$ cat src/rtl/core/bldc_six_step_commutator_defines.svh
// Assertion macros for the six-step commutator.
// Used by the top level; expects clk_i and rst_ni in scope.
`ifndef BLDC_SIX_STEP_COMMUTATOR_DEFINES_SVH
`define BLDC_SIX_STEP_COMMUTATOR_DEFINES_SVH

// same-cycle implication, held off during reset
`define BSSC_ASSERT_IMP(lbl, ante, cons, msg) \
  lbl: assert property (@(posedge clk_i) disable iff (!rst_ni) (ante) |-> (cons)) \
    else $error(msg);

// next-cycle implication, held off during reset
`define BSSC_ASSERT_NXT(lbl, ante, cons, msg) \
  lbl: assert property (@(posedge clk_i) disable iff (!rst_ni) (ante) |=> (cons)) \
    else $error(msg);

`endif

$ cat src/rtl/core/bssc_pkg.sv
// Shared types, constants and step tables for the six-step commutator.
// No dependencies; imported by every module of the block.
`default_nettype none

package bssc_pkg;

  localparam longint unsigned SLOW_CLOCK_HZ = 64'd3200000;
  localparam longint unsigned FAST_CLOCK_HZ = 64'd32000000;
  localparam longint unsigned POLE_COUNT    = 64'd8;
  localparam longint unsigned SECONDS_PER_MIN = 64'd60;
  localparam longint unsigned COUNT_MAX     = 64'hFFFF;

  localparam logic [15:0] THRESH_RESET = 16'd2500;
  localparam logic [14:0] SPEED_MAX    = 15'h7FFF;

  // rounded quotient: (2*60*f + P*c) / (2*P*c)
  localparam longint unsigned K_SLOW = 64'd2 * SECONDS_PER_MIN * SLOW_CLOCK_HZ;
  localparam longint unsigned K_FAST = 64'd2 * SECONDS_PER_MIN * FAST_CLOCK_HZ;
  localparam longint unsigned K_MAX  = (K_SLOW > K_FAST) ? K_SLOW : K_FAST;
  localparam longint unsigned PC_MAX = POLE_COUNT * COUNT_MAX;

  localparam int PC_W  = $clog2(PC_MAX + 64'd1);
  localparam int DEN_W = PC_W + 1;
  localparam int NUM_W = $clog2(K_MAX + PC_MAX + 64'd1);
  localparam int CNT_W = $clog2(NUM_W);

  // function codes
  localparam logic [1:0] FUNC_DRIVE = 2'd0;
  localparam logic [1:0] FUNC_HALL  = 2'd1;
  localparam logic [1:0] FUNC_PWM   = 2'd2;
  localparam logic [1:0] FUNC_SPEED = 2'd3;

  typedef struct packed {
    logic [1:0]         func;
    logic signed [15:0] drive_command;
    logic [2:0]         hall_bits;
    logic [13:0]        pwm_count;
    logic [15:0]        slow_count;
    logic [15:0]        fast_count;
  } in_item_t;

  typedef struct packed {
    logic [2:0]         phase_enable;
    logic [2:0]         phase_level;
    logic               pwm_high;
    logic signed [15:0] speed_signed;
  } out_item_t;

  // controller -> datapath
  typedef struct packed {
    logic accept;
    logic div_step;
    logic div_finish;
    logic load_out;
  } dp_cmd_t;

  // datapath -> controller
  typedef struct packed {
    logic speed_item;
  } dp_stat_t;

  function automatic logic [2:0] step_enable(input logic [2:0] s);
    logic [2:0] r;
    case (s)
      3'd1:    r = 3'd6;
      3'd2:    r = 3'd3;
      3'd3:    r = 3'd5;
      3'd4:    r = 3'd5;
      3'd5:    r = 3'd3;
      3'd6:    r = 3'd6;
      default: r = 3'd0;
    endcase
    return r;
  endfunction

  function automatic logic [2:0] step_level(input logic [2:0] s);
    logic [2:0] r;
    case (s)
      3'd1:    r = 3'd2;
      3'd2:    r = 3'd1;
      3'd3:    r = 3'd1;
      3'd4:    r = 3'd4;
      3'd5:    r = 3'd2;
      3'd6:    r = 3'd4;
      default: r = 3'd0;
    endcase
    return r;
  endfunction

endpackage

`default_nettype wire

$ cat src/rtl/core/bssc_dp.sv
// Datapath: drive/step/bridge state, speed divider and result register.
// Depends on bssc_pkg; driven by bssc_ctrl commands.
`default_nettype none

module bssc_dp import bssc_pkg::*; (
  input  wire logic        clk_i,
  input  wire logic        rst_ni,
  input  wire dp_cmd_t     cmd_i,
  output dp_stat_t         stat_o,
  input  wire in_item_t    in_data_i,
  input  wire logic        cfg_we_i,
  input  wire logic [15:0] cfg_data_i,
  output out_item_t        out_data_o
);

  logic [15:0] thresh_q;
  logic [15:0] duty_q, duty_d;
  logic        rev_q, rev_d;
  logic [2:0]  step_q, step_d;
  logic [14:0] speed_q, speed_d;
  logic [2:0]  enable_q, enable_d;
  logic [2:0]  level_q, level_d;
  logic        high_q, high_d;

  // divider
  logic [NUM_W-1:0] num_q, num_d;   // dividend in, quotient out
  logic [DEN_W-1:0] den_q, den_d;
  logic [DEN_W-1:0] rem_q, rem_d;
  logic             zero_q, zero_d;

  logic             use_slow;
  logic [15:0]      sel_count;
  logic [PC_W-1:0]  pc;
  logic [DEN_W:0]   trial;
  logic             qbit;
  logic [15:0]      sp;

  out_item_t out_q, out_d;

  assign stat_o.speed_item = (in_data_i.func == FUNC_SPEED);

  assign use_slow  = in_data_i.slow_count > thresh_q;
  assign sel_count = use_slow ? in_data_i.slow_count : in_data_i.fast_count;
  assign pc        = PC_W'(sel_count) * PC_W'(POLE_COUNT);

  assign trial = {rem_q, num_q[NUM_W-1]};
  assign qbit  = trial >= {1'b0, den_q};

  always_comb begin
    duty_d   = duty_q;
    rev_d    = rev_q;
    step_d   = step_q;
    speed_d  = speed_q;
    enable_d = enable_q;
    level_d  = level_q;
    high_d   = high_q;
    num_d    = num_q;
    den_d    = den_q;
    rem_d    = rem_q;
    zero_d   = zero_q;

    if (cmd_i.accept) begin
      case (in_data_i.func)
        FUNC_DRIVE: begin
          rev_d  = in_data_i.drive_command[15];
          duty_d = in_data_i.drive_command[15] ? (~in_data_i.drive_command + 16'd1)
                                               : in_data_i.drive_command;
        end
        FUNC_HALL: begin
          step_d = rev_q ? ~in_data_i.hall_bits : in_data_i.hall_bits;
        end
        FUNC_PWM: begin
          if ({2'b00, in_data_i.pwm_count} < duty_q) begin
            high_d = 1'b1;
            if (step_q != 3'd0 && step_q != 3'd7) begin
              enable_d = step_enable(step_q);
              level_d  = step_level(step_q);
            end
          end else begin
            high_d  = 1'b0;
            level_d = 3'd0;
          end
        end
        default: begin
          num_d  = NUM_W'(use_slow ? K_SLOW : K_FAST) + NUM_W'(pc);
          den_d  = {pc, 1'b0};
          rem_d  = '0;
          zero_d = (sel_count == 16'd0);
        end
      endcase
    end

    // restoring division, one quotient bit per step
    if (cmd_i.div_step) begin
      rem_d = qbit ? DEN_W'(trial - {1'b0, den_q}) : trial[DEN_W-1:0];
      num_d = {num_q[NUM_W-2:0], qbit};
    end

    if (cmd_i.div_finish) begin
      speed_d = (zero_q || num_q > NUM_W'(SPEED_MAX)) ? SPEED_MAX : num_q[14:0];
    end
  end

  assign sp = rev_q ? (16'd0 - {1'b0, speed_q}) : {1'b0, speed_q};

  always_comb begin
    out_d = out_q;
    if (cmd_i.load_out) begin
      out_d.phase_enable = enable_q;
      out_d.phase_level  = level_q;
      out_d.pwm_high     = high_q;
      out_d.speed_signed = sp;
    end
  end

  always_ff @(posedge clk_i or negedge rst_ni) begin
    if (!rst_ni) begin
      thresh_q <= THRESH_RESET;
      duty_q   <= '0;
      rev_q    <= 1'b0;
      step_q   <= '0;
      speed_q  <= '0;
      enable_q <= '0;
      level_q  <= '0;
      high_q   <= 1'b0;
    end else begin
      if (cfg_we_i) begin
        thresh_q <= cfg_data_i;
      end
      duty_q   <= duty_d;
      rev_q    <= rev_d;
      step_q   <= step_d;
      speed_q  <= speed_d;
      enable_q <= enable_d;
      level_q  <= level_d;
      high_q   <= high_d;
    end
  end

  always_ff @(posedge clk_i) begin
    num_q  <= num_d;
    den_q  <= den_d;
    rem_q  <= rem_d;
    zero_q <= zero_d;
    out_q  <= out_d;
  end

  assign out_data_o = out_q;

endmodule

`default_nettype wire

$ cat src/rtl/core/bssc_ctrl.sv
// Controller: sequences accept, division steps and result load.
// Depends on bssc_pkg; commands bssc_dp.
`default_nettype none

module bssc_ctrl import bssc_pkg::*; (
  input  wire logic     clk_i,
  input  wire logic     rst_ni,
  input  wire logic     in_valid_i,
  output logic          in_stall_o,
  output logic          out_valid_o,
  input  wire logic     out_stall_i,
  input  wire dp_stat_t stat_i,
  output dp_cmd_t       cmd_o
);

  localparam logic [1:0] ST_IDLE = 2'd0;
  localparam logic [1:0] ST_DIV  = 2'd1;
  localparam logic [1:0] ST_FIN  = 2'd2;
  localparam logic [1:0] ST_LOAD = 2'd3;

  logic [1:0]       state_q, state_d;
  logic [CNT_W-1:0] cnt_q, cnt_d;
  logic             out_valid_q, out_valid_d;

  always_comb begin
    state_d     = state_q;
    cnt_d       = cnt_q;
    out_valid_d = out_valid_q && out_stall_i;
    cmd_o       = '0;
    case (state_q)
      ST_IDLE: begin
        if (in_valid_i) begin
          cmd_o.accept = 1'b1;
          if (stat_i.speed_item) begin
            state_d = ST_DIV;
            cnt_d   = CNT_W'(NUM_W - 1);
          end else begin
            state_d = ST_LOAD;
          end
        end
      end
      ST_DIV: begin
        cmd_o.div_step = 1'b1;
        if (cnt_q == '0) begin
          state_d = ST_FIN;
        end else begin
          cnt_d = cnt_q - CNT_W'(1);
        end
      end
      ST_FIN: begin
        cmd_o.div_finish = 1'b1;
        state_d          = ST_LOAD;
      end
      ST_LOAD: begin
        // result register free or draining this cycle
        if (!out_valid_q || !out_stall_i) begin
          cmd_o.load_out = 1'b1;
          out_valid_d    = 1'b1;
          state_d        = ST_IDLE;
        end
      end
      default: begin
        state_d = ST_IDLE;
      end
    endcase
  end

  always_ff @(posedge clk_i or negedge rst_ni) begin
    if (!rst_ni) begin
      state_q     <= ST_IDLE;
      cnt_q       <= '0;
      out_valid_q <= 1'b0;
    end else begin
      state_q     <= state_d;
      cnt_q       <= cnt_d;
      out_valid_q <= out_valid_d;
    end
  end

  assign in_stall_o  = (state_q != ST_IDLE);
  assign out_valid_o = out_valid_q;

endmodule

`default_nettype wire

$ cat src/rtl/core/bldc_six_step_commutator.sv
// Top level of the six-step BLDC commutator with speed measurement.
// Depends on bssc_pkg, bssc_ctrl, bssc_dp and the assertion macro header.
//
//   port group     direction  flow control       payload
//   in_*           sink       in_valid_i/stall_o in_item_t  (func + operands)
//   out_*          source     out_valid_o/stall_i out_item_t (bridge + speed)
//   cfg_*          sink       cfg_we_i           16-bit speed switch threshold
//
// Sequence: drive, hall and PWM items are accepted, then their result loads.
// Speed items are accepted, then the restoring divider retires one quotient
// bit per cycle over NUM_W steps, then a finish step and the result load.
// Reset: async active low; control/motor state clears, threshold goes to 2500.
// Stalls: a valid result stays in its register while out_stall_i is high; the
// next item is still taken; its result waits in the load step until it drains.
`default_nettype none

`include "bldc_six_step_commutator_defines.svh"

module bldc_six_step_commutator import bssc_pkg::*; (
  input  wire logic        clk_i,
  input  wire logic        rst_ni,
  // input item transfer
  input  wire logic        in_valid_i,
  output logic             in_stall_o,
  input  wire in_item_t    in_data_i,
  // result transfer
  output logic             out_valid_o,
  input  wire logic        out_stall_i,
  output out_item_t        out_data_o,
  // threshold register write
  input  wire logic        cfg_we_i,
  input  wire logic [15:0] cfg_data_i
);

  dp_cmd_t  cmd;
  dp_stat_t stat;

  // sequencing: idle -> (divide -> finish) -> load result
  bssc_ctrl u_ctrl (
    .clk_i       (clk_i),
    .rst_ni      (rst_ni),
    .in_valid_i  (in_valid_i),
    .in_stall_o  (in_stall_o),
    .out_valid_o (out_valid_o),
    .out_stall_i (out_stall_i),
    .stat_i      (stat),
    .cmd_o       (cmd)
  );

  // motor state, step table lookup, speed divider, result register
  bssc_dp u_dp (
    .clk_i      (clk_i),
    .rst_ni     (rst_ni),
    .cmd_i      (cmd),
    .stat_o     (stat),
    .in_data_i  (in_data_i),
    .cfg_we_i   (cfg_we_i),
    .cfg_data_i (cfg_data_i),
    .out_data_o (out_data_o)
  );

  // one item in flight: stall goes up right after every transfer in
  `BSSC_ASSERT_NXT(a_busy_after_accept, in_valid_i && !in_stall_o, in_stall_o,
                   "input taken while previous item still in progress")

  // a speed item still has the input stalled when its division finishes
  `BSSC_ASSERT_IMP(a_div_length,
                   in_valid_i && !in_stall_o && in_data_i.func == FUNC_SPEED,
                   ##(NUM_W + 1) in_stall_o,
                   "speed division ended early")

  // speed magnitude saturates at 32767, so the most negative code never shows
  `BSSC_ASSERT_IMP(a_speed_range, out_valid_o, out_data_o.speed_signed != 16'sh8000,
                   "speed result out of saturated range")

endmodule

`default_nettype wire

$ cat config.mk
export PLATFORM = sky130hd
export DESIGN_NAME = bldc_six_step_commutator
export DESIGN_NICKNAME = d
export VERILOG_FILES = /design/src/rtl/core/bssc_pkg.sv /design/src/rtl/core/bssc_dp.sv /design/src/rtl/core/bssc_ctrl.sv /design/src/rtl/core/bldc_six_step_commutator.sv
export VERILOG_INCLUDE_DIRS = /design/src /design/src/rtl/core
export SDC_FILE = /design/constraint.sdc
export NUM_CORES = 1
export LEC_CHECK = 0
export BUFFER_PORTS_ARGS = -buffer_cell sky130_fd_sc_hd__buf_4
export CORE_MARGIN = 10
export CORE_UTILIZATION = 63
export DETAILED_ROUTE_END_ITERATION = 10
export PLACE_DENSITY = 0.95
export SETUP_SLACK_MARGIN = 0.15
export SKIP_LAST_GASP = 1
export SLEW_MARGIN = 40
export SYNTH_ARGS = -nofsm -noshare
export SYNTH_HDL_FRONTEND = slang
export SYNTH_SLANG_ARGS = --single-unit
$ cat constraint.sdc
create_clock -name clk_i -period 8 [get_ports clk_i]
set_clock_uncertainty 0.15 [all_clocks]
set_input_delay 0.4 -clock clk_i [delete_from_list [all_inputs] [get_ports clk_i]]
set_output_delay 0.4 -clock clk_i [all_outputs]
set_load 0.02 [all_outputs]
# Word level (Yosys, flattened, before mapping)
# Cells that the tools add are included.
# classes
add_sub_neg	5
order_cmp	4
eq_ne	20
mux	35
bitwise_logic	3
n_reduce_logical	30
# ops
operator	n
$mux W32	4
$mux W20	4
$add A32 B19 Y32	1
$gt A32 B15 Y1 const B	1
$mux W16	2
$mux W15	2
$ge A21 B20 Y1	1
$sub A20 B20 Y20	1
$pmux W3 S3	2
$add A16 B1 Y16 const B	1
$gt A16 B16 Y1	1
$logic_not A16 Y1	1
$lt A14 B16 Y1	1
$not A16 Y16	1
$sub A1 B15 Y16 const A	1
$mux W5	3
$reduce_or A2 Y1	6
$pmux W5 S2	1
$reduce_and A2 Y1	5
$eq A3 B3 Y1 const B	3
$mux W1	9
$mux W3	3
$eq A2 B2 Y1 const B	4
$mux W2	4
other kinds (20)	35
# word_totals
ff_bits	158
out_inout_bits	25
wordCells	117

# Logic depth before layout (Yosys ltp)
# Gate-level depths: netlist (run 1).
# logic_depth
ltp_word	6
depth_mapped	18
depth_no_buf	15

# Cells and area by module
# A second synthesis (run 1) with hierarchy kept.
# hier_totals
cells_unflattened	816
hier_area_um2	8777.2
# modules_own_cells
module	instances	cells_per_inst	area_each_um2
bssc_dp	1	754	8189.1
bssc_ctrl	1	62	588.1

# Worst setup path after synthesis (run 1)
# No wires, ideal clock.
# synth_path
path_kind	reg2reg
start	reg u_dp.thresh_q[11]
end	reg u_dp.num_q[18], data pin
t_arrival_ps	3679
path_slack_ps	3911
path_stages_with_launch	18
synth_period_minus_slack_ps	4089
path_cell_list	dfstp_2 > inv_1 > ha_1 > nand4_1 > nor4_1 > a21boi_0 > o31a_1 > buf_2 > buf_2 > buf_2 > mux2_2 > ha_1 > nor3_1 > nand2b_1 > a21oi_1 > xor2_1 > o21ai_0 > mux2_2
# synth_via
elab_chain_cells	6
word_cells_on_any_way	7
cone_classes	1 x add/sub; 1 x order compare; 5 x mux
# synth_lines
element	line	source
start: declaration	bssc_dp.sv:16	logic [15:0] thresh_q;
start signal: assignment	bssc_dp.sv:128	thresh_q <= cfg_data_i;
$gt A16 B16 Y1	bssc_dp.sv:42	assign use_slow = in_data_i.slow_count > thresh_q;
$mux W16	bssc_dp.sv:43	assign sel_count = use_slow ? in_data_i.slow_count : in_data_i.fast_count;
via u_dp.pc[13]	bssc_dp.sv:33	logic [PC_W-1:0] pc;
$add A32 B19 Y32	bssc_dp.sv:85	num_d = NUM_W'(use_slow ? K_SLOW : K_FAST) + NUM_W'(pc);
$mux W32	bssc_dp.sv:63	case (in_data_i.func)
$mux W32	bssc_dp.sv:62	if (cmd_i.accept) begin
$mux W32	bssc_dp.sv:94	if (cmd_i.div_step) begin
via u_dp.num_d[18]	bssc_dp.sv:26	logic [NUM_W-1:0] num_q, num_d;
end signal: assignment	bssc_dp.sv:141	num_q <= num_d;
end: declaration	bssc_dp.sv:26	
# The timed path passes the listed nets, and every way through them passes these cells. The select of a mux whose other input is x is not followed.
# A chain may end at the register's enable or synchronous reset.

# Worst setup path after layout (run 1)
# Same ends and word-level chain as after synthesis.

==> results.cfg, run 1 <==
[pwr]
cellPowerDensity_nw_per_um2 = 327.9
intPower_w = 0.002168
switching_power_w = 0.001204
peakVddDrop_uv = 193.2
swShare = 0.3571
combPwrFrac = 0.358
power_frac_clock = 0.240
p_seq_frac = 0.402
total_leakage_power_nw = 4.258

[drt]
drt_wl_total_um = 21440
wl_met2_um = 10700
met3_length_um = 1602
via_per_inst = 6.183
vias = 6882
routedLengthMet1_um = 8222
drc = 0
drtPass1Iterations = 5
first_iter_violations = 630
wl_per_cell_um = 19.27
topRoutingLayerUsed = met4
final_antenna_net_count = 0

[clock_tree]
cts_root_buf = clkbuf_16
h-tree-depth = 4
post_cts_buffers = 0
clock-sinks = 158
ctsResizeCount = 0
cts_tree = done
numCtsBuffers = 17
clk_pin_slew_ps = 60
clk_latency_ps = 430
clockBufferDepth = 2

[placed_design]
routabilityCongestion = 0.9298
dp.cells = 1079
numPortBuffers = 112
hpwl_um = 14580
post-place-ws_ps = 3683

[worst_setup_path]
ff2ff_setup_slack_ps = 3390
slowest_delay_ps = 600
worstPathCellList = inv_1 -> ha_1 -> nand4_1 -> nor4_1 -> a21boi_0 -> o31a_2 -> mux2_2 -> ha_1 -> nor3_1 -> nand2b_1 -> a21oi_1 -> xor2_1 -> o21ai_0 -> mux2_2
crit_arrival_ps = 4650
critPathLaunchType = register
crit_required_ps = 8030
path_buf_inv = 1
cp.depth = 14
ff2ff_path_depth = 14
path_class = register to register
critical-path-top-delay-family = compound AO/OA/AOI/OAI gates
crit_path_max_fanout = 27
crit_path_top_delay_cell = o31a_2
crit_path_end_kind = register

[synth]
synth_ff_type = edfxtp_1
synth_cell_types = 60
yosys.area.top_type = edfxtp_1
synth_area_um2 = 8696
syn_nets = 960
async_flop_share = 0.4177
synth_cells = 814
synth_area_per_cell_um2 = 10.68
synthTopCellsByArea = edfxtp_1, dfrtp_1, ha_1
synth_edf_count = 92
synth_top_area_frac = 0.3177
seq_area_frac_synth = 0.5083
yosys_register_bits = 158
yosysWarnings = 0

[sta]
relSlewSlack = 0.4768
worstMarginPinSlew_ps = 782.8
maxSlewViolCount = 0
hold_viol_final = 0
tns_ps = 0
fmax_ghz = 0.2168
rsz0062_at_grt = no
period_needed_ps = 4614
fin_ws_ps = 3386
setup_violations = 0
fin_crit_sh = 0.5767

[cells_and_area]
fin_cells = 1113
diodes = 0
synthToLayoutAreaGrowth_pct = 18.25
layout.nets = 1070
nFillCells = 804
final_cell_mix = buf_4, edfxtp_1, nand2_1, o21ai_0, inv_1
mostFrequentLayoutCell = buf_4
drive_gt1_frac = 0.2070

[min_path]
whs_path_depth = 3
hold_class = input port to register

[floorplanning]
die_area_um2 = 18900
core_um2 = 13400
rows = 42
start_util = 0.6489
io_pins = 113
die_x_um = 137.5
die_h_um = 137.5

[global_route]
grt_pass1_wl_um = 34810
antenna_found_initial = 0
grt_pass1_vias = 6901
grt_max_degree = 67
grt_remaining_overflow = 0
grt_util_all_layers = 0.2343

[run]
maxCapViolations = 0

[outcome]
status = complete, no violations
[flip-flops by register name, summed over array words and instances (netlist names), 3 cells and up]
register and count:
u_dp.thresh_q 16, u_ctrl.cnt_q 5, u_dp.den_q 16, u_dp.speed_q 15, u_dp.duty_q 16, u_dp.enable_q 3
u_dp.step_q 3, u_dp.num_q 32, u_dp.rem_q 20, u_dp.level_q 3, u_dp.out_data_o 23
[worst paths after layout]
check	to	startpoint
worst max-delay path	u_dp.num_q[18]$_DFFE_PP_	u_dp.thresh_q[11]$_DFFE_PN1P_
worst min-delay path	u_dp.thresh_q[15]$_DFFE_PN0P_	cfg_data_i[15]
max in group asynchronous	u_dp.thresh_q[10]$_DFFE_PN0P_	rst_ni
worst max register to register	u_dp.num_q[18]$_DFFE_PP_	u_dp.thresh_q[11]$_DFFE_PN1P_
min in group asynchronous	u_dp.enable_q[2]$_DFFE_PN0P_	rst_ni
worst min register to register	u_dp.out_data_o[19]$_DFFE_PP_	u_dp.level_q[2]$_DFFE_PN0P_
[cell usage after synthesis (5+ instances only)]
| library cell | count |
|---|---|
| o31ai_1 | 11 |
| dfrtp_1 | 61 |
| nand4_1 | 7 |
| a21o_1 | 11 |
| nor3_1 | 10 |
| nor2_1 | 25 |
| nand3_1 | 19 |
| o21ai_0 | 84 |
| a21oi_1 | 36 |
| or3_1 | 7 |
| clkbuf_1 | 21 |
| and2_1 | 13 |
| edfxtp_1 | 92 |
| xnor2_1 | 29 |
| mux2i_1 | 6 |
| mux2_2 | 29 |
| xor2_1 | 18 |
| nor4_1 | 19 |
| nand2b_1 | 10 |
| nor4b_1 | 5 |
| nand2_1 | 87 |
| ha_1 | 57 |
| inv_1 | 71 |
| nor2b_1 | 5 |
| o22a_1 | 14 |
| o41ai_1 | 5 |
| dfstp_2 | 5 |
[power by group through the flow]
stage          registers (W)  clock network [W]  logic, W
2_1_floorplan        0.00134                  0  0.000824
3_3_place_gp         0.00134                  0   0.00110
3_5_place_dp         0.00135                  0   0.00116
4_1_cts              0.00135           0.000809   0.00120
5_1_grt              0.00138           0.000846   0.00133
6_report             0.00136           0.000808   0.00121
[cell families (layout without fill, tap and decap cells)]
group	Yosys count	after routing	share of synthesized area
AO/OA/AOI/OAI	197	197	0.1433
XOR/XNOR	47	47	0.04734
multiplexers	35	35	0.04446
flip-flops	158	158	0.5083
AND/OR/NAND/NOR	222	222	0.1288
buffers and inverters	97	220	0.04345
adder cells (fa/ha/maj)	58	58	0.08432
[per-layer routing]
metal	vias up	global-route usage
li1	3170	-
met1	3273	0.2718
met2	353	0.3960
met3	86	0.05608
met4	0	0.1200
met5	-	0
[worst reg2reg max path, stage by stage, from the launching register on]
cell and delay (ps):
dfstp_2 510, inv_1 50, ha_1 310, nand4_1 130, nor4_1 490, a21boi_0 240
o31a_2 600, mux2_2 430, ha_1 230, nor3_1 250, nand2b_1 100, a21oi_1 220
xor2_1 220, o21ai_0 130, mux2_2 300
[through the flow]
stage	total power, W	utilization	cell area, µm²	hold slack (ps)
final	0.003372	0.7673	10280	21.43
after global placement	0.002444	0.7219	9674	290.5
after detailed placement	0.002512	0.7226	9683	289.1
after global routing	0.003554	0.7673	10280	20.68
after floorplan	0.002167	-	8696	-45.59
after CTS	0.003354	0.7667	10270	18.54
[area by class of cell]
type / instances / area, µm² / share of cell area
Inverter: 71 / 266.5 / 0.02592
Timing Repair Buffer: 117 / 882.1 / 0.08579
Clock inverter: 12 / 143.9 / 0.01399
Multi-Input combinational cell: 559 / 3913 / 0.3805
Sequential cell: 158 / 4420 / 0.4299
Clock buffer: 20 / 436.7 / 0.04247
Tap cell: 176 / 220.2 / 0.02142
[repair_timing]
item | in CTS | in global routing
hold buffers | 1 | 0
endpoints found under the setup margin | 0 | 0
hold endpoints to repair | 61 | 0
(Power assumes the default switching activity.)
==> run 2: changes to the inputs <==
--- a/config.mk
+++ b/config.mk
@@ -8,9 +8,9 @@
 export LEC_CHECK = 0
 export BUFFER_PORTS_ARGS = -buffer_cell sky130_fd_sc_hd__buf_4
 export CORE_MARGIN = 10
-export CORE_UTILIZATION = 63
+export CORE_UTILIZATION = 59
 export DETAILED_ROUTE_END_ITERATION = 10
-export PLACE_DENSITY = 0.95
+export PLACE_DENSITY = 0.91
 export SETUP_SLACK_MARGIN = 0.15
 export SKIP_LAST_GASP = 1
 export SLEW_MARGIN = 40
==> constraint.sdc (replaced) <==
create_clock -name clk_i -period 4.4 [get_ports clk_i]
set_clock_uncertainty 0.15 [all_clocks]
set_input_delay 0.22 -clock clk_i [delete_from_list [all_inputs] [get_ports clk_i]]
set_output_delay 0.22 -clock clk_i [all_outputs]
set_load 0.02 [all_outputs]
==> results.cfg, run 2 (synthesized netlist as in run 1, its figures left out) <==
[outcome]
status = complete, no violations

[worst_setup_path]
worstPathCellList = inv_1 -> ha_1 -> nand4_1 -> nor4_1 -> a21boi_0 -> o31a_1 -> buf_6 -> mux2_2 -> ha_1 -> a21oi_1 -> xor2_1 -> o21ai_0 -> mux2_2
path_class = register to register
crit_path_top_delay_cell = dfstp_2
crit_path_end_kind = register
crit_path_max_fanout = 26
crit_required_ps = 4430
slowest_delay_ps = 510
crit_arrival_ps = 3990
critPathLaunchType = register

[global_route]
grt_remaining_overflow = 0
grt_pass1_wl_um = 35910
grt_util_all_layers = 0.2224
grt_pass1_vias = 7201
antenna_found_initial = 0
grt_max_degree = 55

[cells_and_area]
diodes = 0
largest-register = u_dp.num_q
nFillCells = 880
fin_cells = 1167
synthToLayoutAreaGrowth_pct = 23.47
layout.nets = 1116
largest_register_ffs = 32
drive_gt1_frac = 0.2024
final_cell_mix = buf_4, edfxtp_1, nand2_1, o21ai_0, inv_1
mostFrequentLayoutCell = buf_4

[clock_tree]
cts_root_buf = clkbuf_16
numCtsBuffers = 17
post_cts_buffers = 0
clk_latency_ps = 430
clock-sinks = 158
cts_tree = done
clockBufferDepth = 2
clk_pin_slew_ps = 60
h-tree-depth = 4

[floorplanning]
rows = 44
start_util = 0.6006
die_x_um = 141.4
die_area_um2 = 20000
core_um2 = 14480
die_h_um = 141.4
io_pins = 113

[run]
maxCapViolations = 0

[drt]
drc = 0
via_per_inst = 5.995
drt_wl_total_um = 22260
wl_per_cell_um = 19.07
final_antenna_net_count = 0
first_iter_violations = 587
vias = 6996
drtPass1Iterations = 5

[placed_design]
numPortBuffers = 112
dp.cells = 1090
hpwl_um = 14870
routabilityCongestion = 0.9612

[sta]
setup_violations = 0
hold_viol_final = 0
rsz0062_at_grt = no
fmax_ghz = 0.2522
relSlewSlack = 0.4897
maxSlewViolCount = 0
period_needed_ps = 3965
worstMarginPinSlew_ps = 764.6
fin_crit_sh = 0.9012
tns_ps = 0

[min_path]
hold_class = input port to register

[pwr]
cellPowerDensity_nw_per_um2 = 571.2
peakVddDrop_uv = 414.2
total_leakage_power_nw = 4.450
power_w = 0.006133
run 2: cell types whose count changed in the layout (fill, tap and decap cells not counted), sizes merged:
| cell | before | now |
|---|---|---|
| clkbuf | 20 | 23 |
| inv | 72 | 73 |
| buf | 116 | 118 |
| clkinv | 6 | 4 |
| dlygate4sd3 | 1 | 44 |
| bufinv | 3 | 2 |
run 2: report_power, final:
| part | leakage, nW | switching, W | total, W | internal, W |
|---|---|---|---|---|
| Sequential | 1.57 | 0.000298 | 0.00246 | 0.00216 |
| Clock | 0.275 | 0.000584 | 0.00143 | 0.000849 |
| Combinational | 2.60 | 0.00132 | 0.00224 | 0.000918 |
| Total | 4.45 | 0.00220 | 0.00613 | 0.00393 |
run 2: through the flow:
step,instance area [µm²],worst slack [ps],hold WS [ps],util
after global routing,10740,211.2,10.54,0.7415
final,10740,434.5,7.083,0.7415
after floorplan,8696,310.9,-225.6,-
after detailed placement,9719,455.6,41.37,0.6713
after global placement,9699,625.1,223.2,0.6699
after CTS,10730,431.6,4.015,0.7408
run 2: timing repair:
action | 4_1_cts | 5_1_grt
setup endpoints to repair | 0 | 1
hold buffers | 44 | 0
resized for setup | 0 | 1
hold endpoints to repair | 106 | 0
run 2: metal layers:
metal,track usage,part of all wire,vias to the layer above
li1,-,-,3274
met1,0.2473,0.37,3357
met2,0.3947,0.52,298
met3,0.05808,0.069,67
met4,0.09198,0.034,0
met5,0,0,-
run 2: area by class of cell:
cell class | count | area [µm²] | share of cell area
inverter | 71 | 266.5 | 0.02482
sequential | 158 | 4420 | 0.4117
clock buffer | 22 | 454.2 | 0.04230
clock inverter | 10 | 112.6 | 0.01049
multi-input combinational | 559 | 3905 | 0.3637
tap | 184 | 230.2 | 0.02144
timing repair buffer | 163 | 1348 | 0.1255
run 2: path summary, 6_finish.rpt:
kind                                               startpoint  cells past startpoint  slack [ps]                       endpoint
worst max-delay path            u_dp.thresh_q[11]$_DFFE_PN1P_                     13         430       u_dp.num_q[18]$_DFFE_PP_
worst min-delay path                            in_data_i[51]                      4           7     u_dp.duty_q[2]$_DFFE_PN0P_
worst max register to register  u_dp.thresh_q[11]$_DFFE_PN1P_                     13         430       u_dp.num_q[18]$_DFFE_PP_
worst min register to register    u_dp.level_q[2]$_DFFE_PN0P_                      0         320  u_dp.out_data_o[19]$_DFFE_PP_
max in group asynchronous                              rst_ni                      3        3420    u_ctrl.cnt_q[3]$_DFFE_PN0P_
min in group asynchronous                              rst_ni                      2         140    u_dp.speed_q[1]$_DFFE_PN0P_
run 2: worst max-delay path: cells and delay by family, from the launching register on:
family | cells | cell delay [ps]
XOR/XNOR | 1 | 180
AND/OR/NAND/NOR | 2 | 510
buffers and inverters | 2 | 300
multiplexers | 2 | 650
AO/OA/AOI/OAI | 4 | 720
flip-flops | 1 | 510
adder cells (fa/ha/maj) | 2 | 700
==> run 3: changes to the inputs <==
--- a/config.mk
+++ b/config.mk
@@ -10,8 +10,9 @@
 export CORE_MARGIN = 10
 export CORE_UTILIZATION = 59
 export DETAILED_ROUTE_END_ITERATION = 10
-export PLACE_DENSITY = 0.91
+export PLACE_DENSITY = 0.92
 export SETUP_SLACK_MARGIN = 0.15
+export SKIP_CTS_REPAIR_TIMING = 1
 export SKIP_LAST_GASP = 1
 export SLEW_MARGIN = 40
 export SYNTH_ARGS = -nofsm -noshare
==> results.cfg, run 3 (synthesized netlist as in run 1, its figures left out) <==
[cells_and_area]
final_cell_mix = buf_4, edfxtp_1, nand2_1, o21ai_0, inv_1
seq_area_um2 = 4420
mostFrequentLayoutCell = buf_4
drive_gt1_frac = 0.2072
fin_cells = 1154
multi_input_area_um2 = 3910
layout.nets = 1103
synthToLayoutAreaGrowth_pct = 22.33
nFillCells = 900
diodes = 0
largest-register = u_dp.num_q
largest_register_ffs = 32

[global_route]
grt_remaining_overflow = 0
antenna_found_initial = 0
grt_util_all_layers = 0.2124
grt_max_degree = 67
grt_pass1_wl_um = 34800
grt_pass1_vias = 7079

[min_path]
whs_path_depth = 3
hold_class = input port to register

[clock_tree]
clockBufferDepth = 2
h-tree-depth = 4
cts_tree = done
cts_root_buf = clkbuf_16
clk_latency_ps = 430
clk_pin_slew_ps = 70
clock-sinks = 158
numCtsBuffers = 17

[pwr]
peakVddDrop_uv = 352.3
cellPowerDensity_nw_per_um2 = 586.3
total_leakage_power_nw = 4.403

[outcome]
failed_checks = negative hold slack
status = complete, but fails checks

[worst_setup_path]
critPathLaunchType = register
crit_arrival_ps = 4030
endpoint = u_dp.num_q[18]$_DFFE_PP_
path_class = register to register
r2r-start = u_dp.thresh_q[11]$_DFFE_PN1P_
ff2ff_path_depth = 13
crit_start = u_dp.thresh_q[11]$_DFFE_PN1P_
crit_path_max_fanout = 26
crit_required_ps = 4430
ff2ff_setup_slack_ps = 400
r2r_end = u_dp.num_q[18]$_DFFE_PP_
crit_path_end_kind = register

[floorplanning]
die_h_um = 141.4
start_util = 0.6006
die_area_um2 = 20000
die_x_um = 141.4
rows = 44
core_um2 = 14480
io_pins = 113

[sta]
maxSlewViolCount = 0
fin_crit_sh = 0.9086
worstMarginPinSlew_ps = 766.7
tns_ps = 0
period_needed_ps = 3998
setup_violations = 0
hold_viol_final = 7
whs_ps = -40.03
relSlewSlack = 0.4883
rsz0062_at_grt = no
fmax_ghz = 0.2501

[drt]
first_iter_violations = 576
wl_per_cell_um = 19.59
drc = 0
vias = 7086
final_antenna_net_count = 0
drt_wl_total_um = 22600
drtPass1Iterations = 6
via_per_inst = 6.140

[placed_design]
dp.cells = 1090
numPortBuffers = 112
hpwl_um = 15110
routabilityCongestion = 0.9688

[run]
maxCapViolations = 0
-- run 3: metrics by stage --
stage                     hold WS (ps)  setup slack [ps]  power (W)  cell area, µm²  utilization
after floorplan                 -225.6             310.9   0.003940            8696            -
after global placement           218.1             619.4   0.004460            9707       0.6704
after detailed placement         234.6             453.2   0.004602            9712       0.6708
after CTS                       -223.3             425.6   0.006160           10320       0.7126
after global routing             7.940             223.1   0.006556           10640       0.7347
final                           -40.03             402.3   0.006237           10640       0.7347
-- run 3: final cells by class --
class | instances | share of cell area
clock buffers | 18 | 0.04128
flip-flops and latches | 158 | 0.4155
repair buffers | 150 | 0.1133
multi-input cells | 559 | 0.3676
inverters | 71 | 0.02505
clock inverters | 14 | 0.01564
well taps | 184 | 0.02164
-- run 3: per-layer routing --
layer  track usage  vias up  wire [µm]
li1              -     3229          -
met1        0.2423     3422       8563
met2        0.3675      354      11570
met3       0.04573       81       1536
met4        0.1081        0        933
met5             0        -          0
-- run 3: worst min-delay path by stage --
stage | from | to | slack, ps
2_1_floorplan | rst_ni | u_ctrl.cnt_q[0]$_DFFE_PN0P_ | -230
3_3_place_gp | rst_ni | u_dp.speed_q[0]$_DFFE_PN0P_ | 220
3_5_place_dp | rst_ni | u_dp.level_q[1]$_DFFE_PN0P_ | 230
4_1_cts | rst_ni | u_dp.speed_q[6]$_DFFE_PN0P_ | -220
5_1_grt | in_data_i[64] | u_dp.rev_q$_DFFE_PN0P_ | 8
6_report | in_data_i[58] | u_dp.duty_q[9]$_DFFE_PN0P_ | -40
-- run 3: power by group --
group          switching [W]  internal (W)  total, W
clock network       0.000615      0.000907   0.00152
logic                0.00133      0.000917   0.00225
registers           0.000304       0.00216   0.00247
-- run 3: critical path, cell delays in order, from the launching register on --
cell and delay [ps]:
dfstp_2 530, inv_1 50, ha_1 310, nand4_1 120, nor4_1 350, a21boi_0 250, o31a_1 210, buf_4 320
mux2_2 390, ha_1 350, a21oi_1 190, xor2_1 160, o21ai_0 90, mux2_2 270
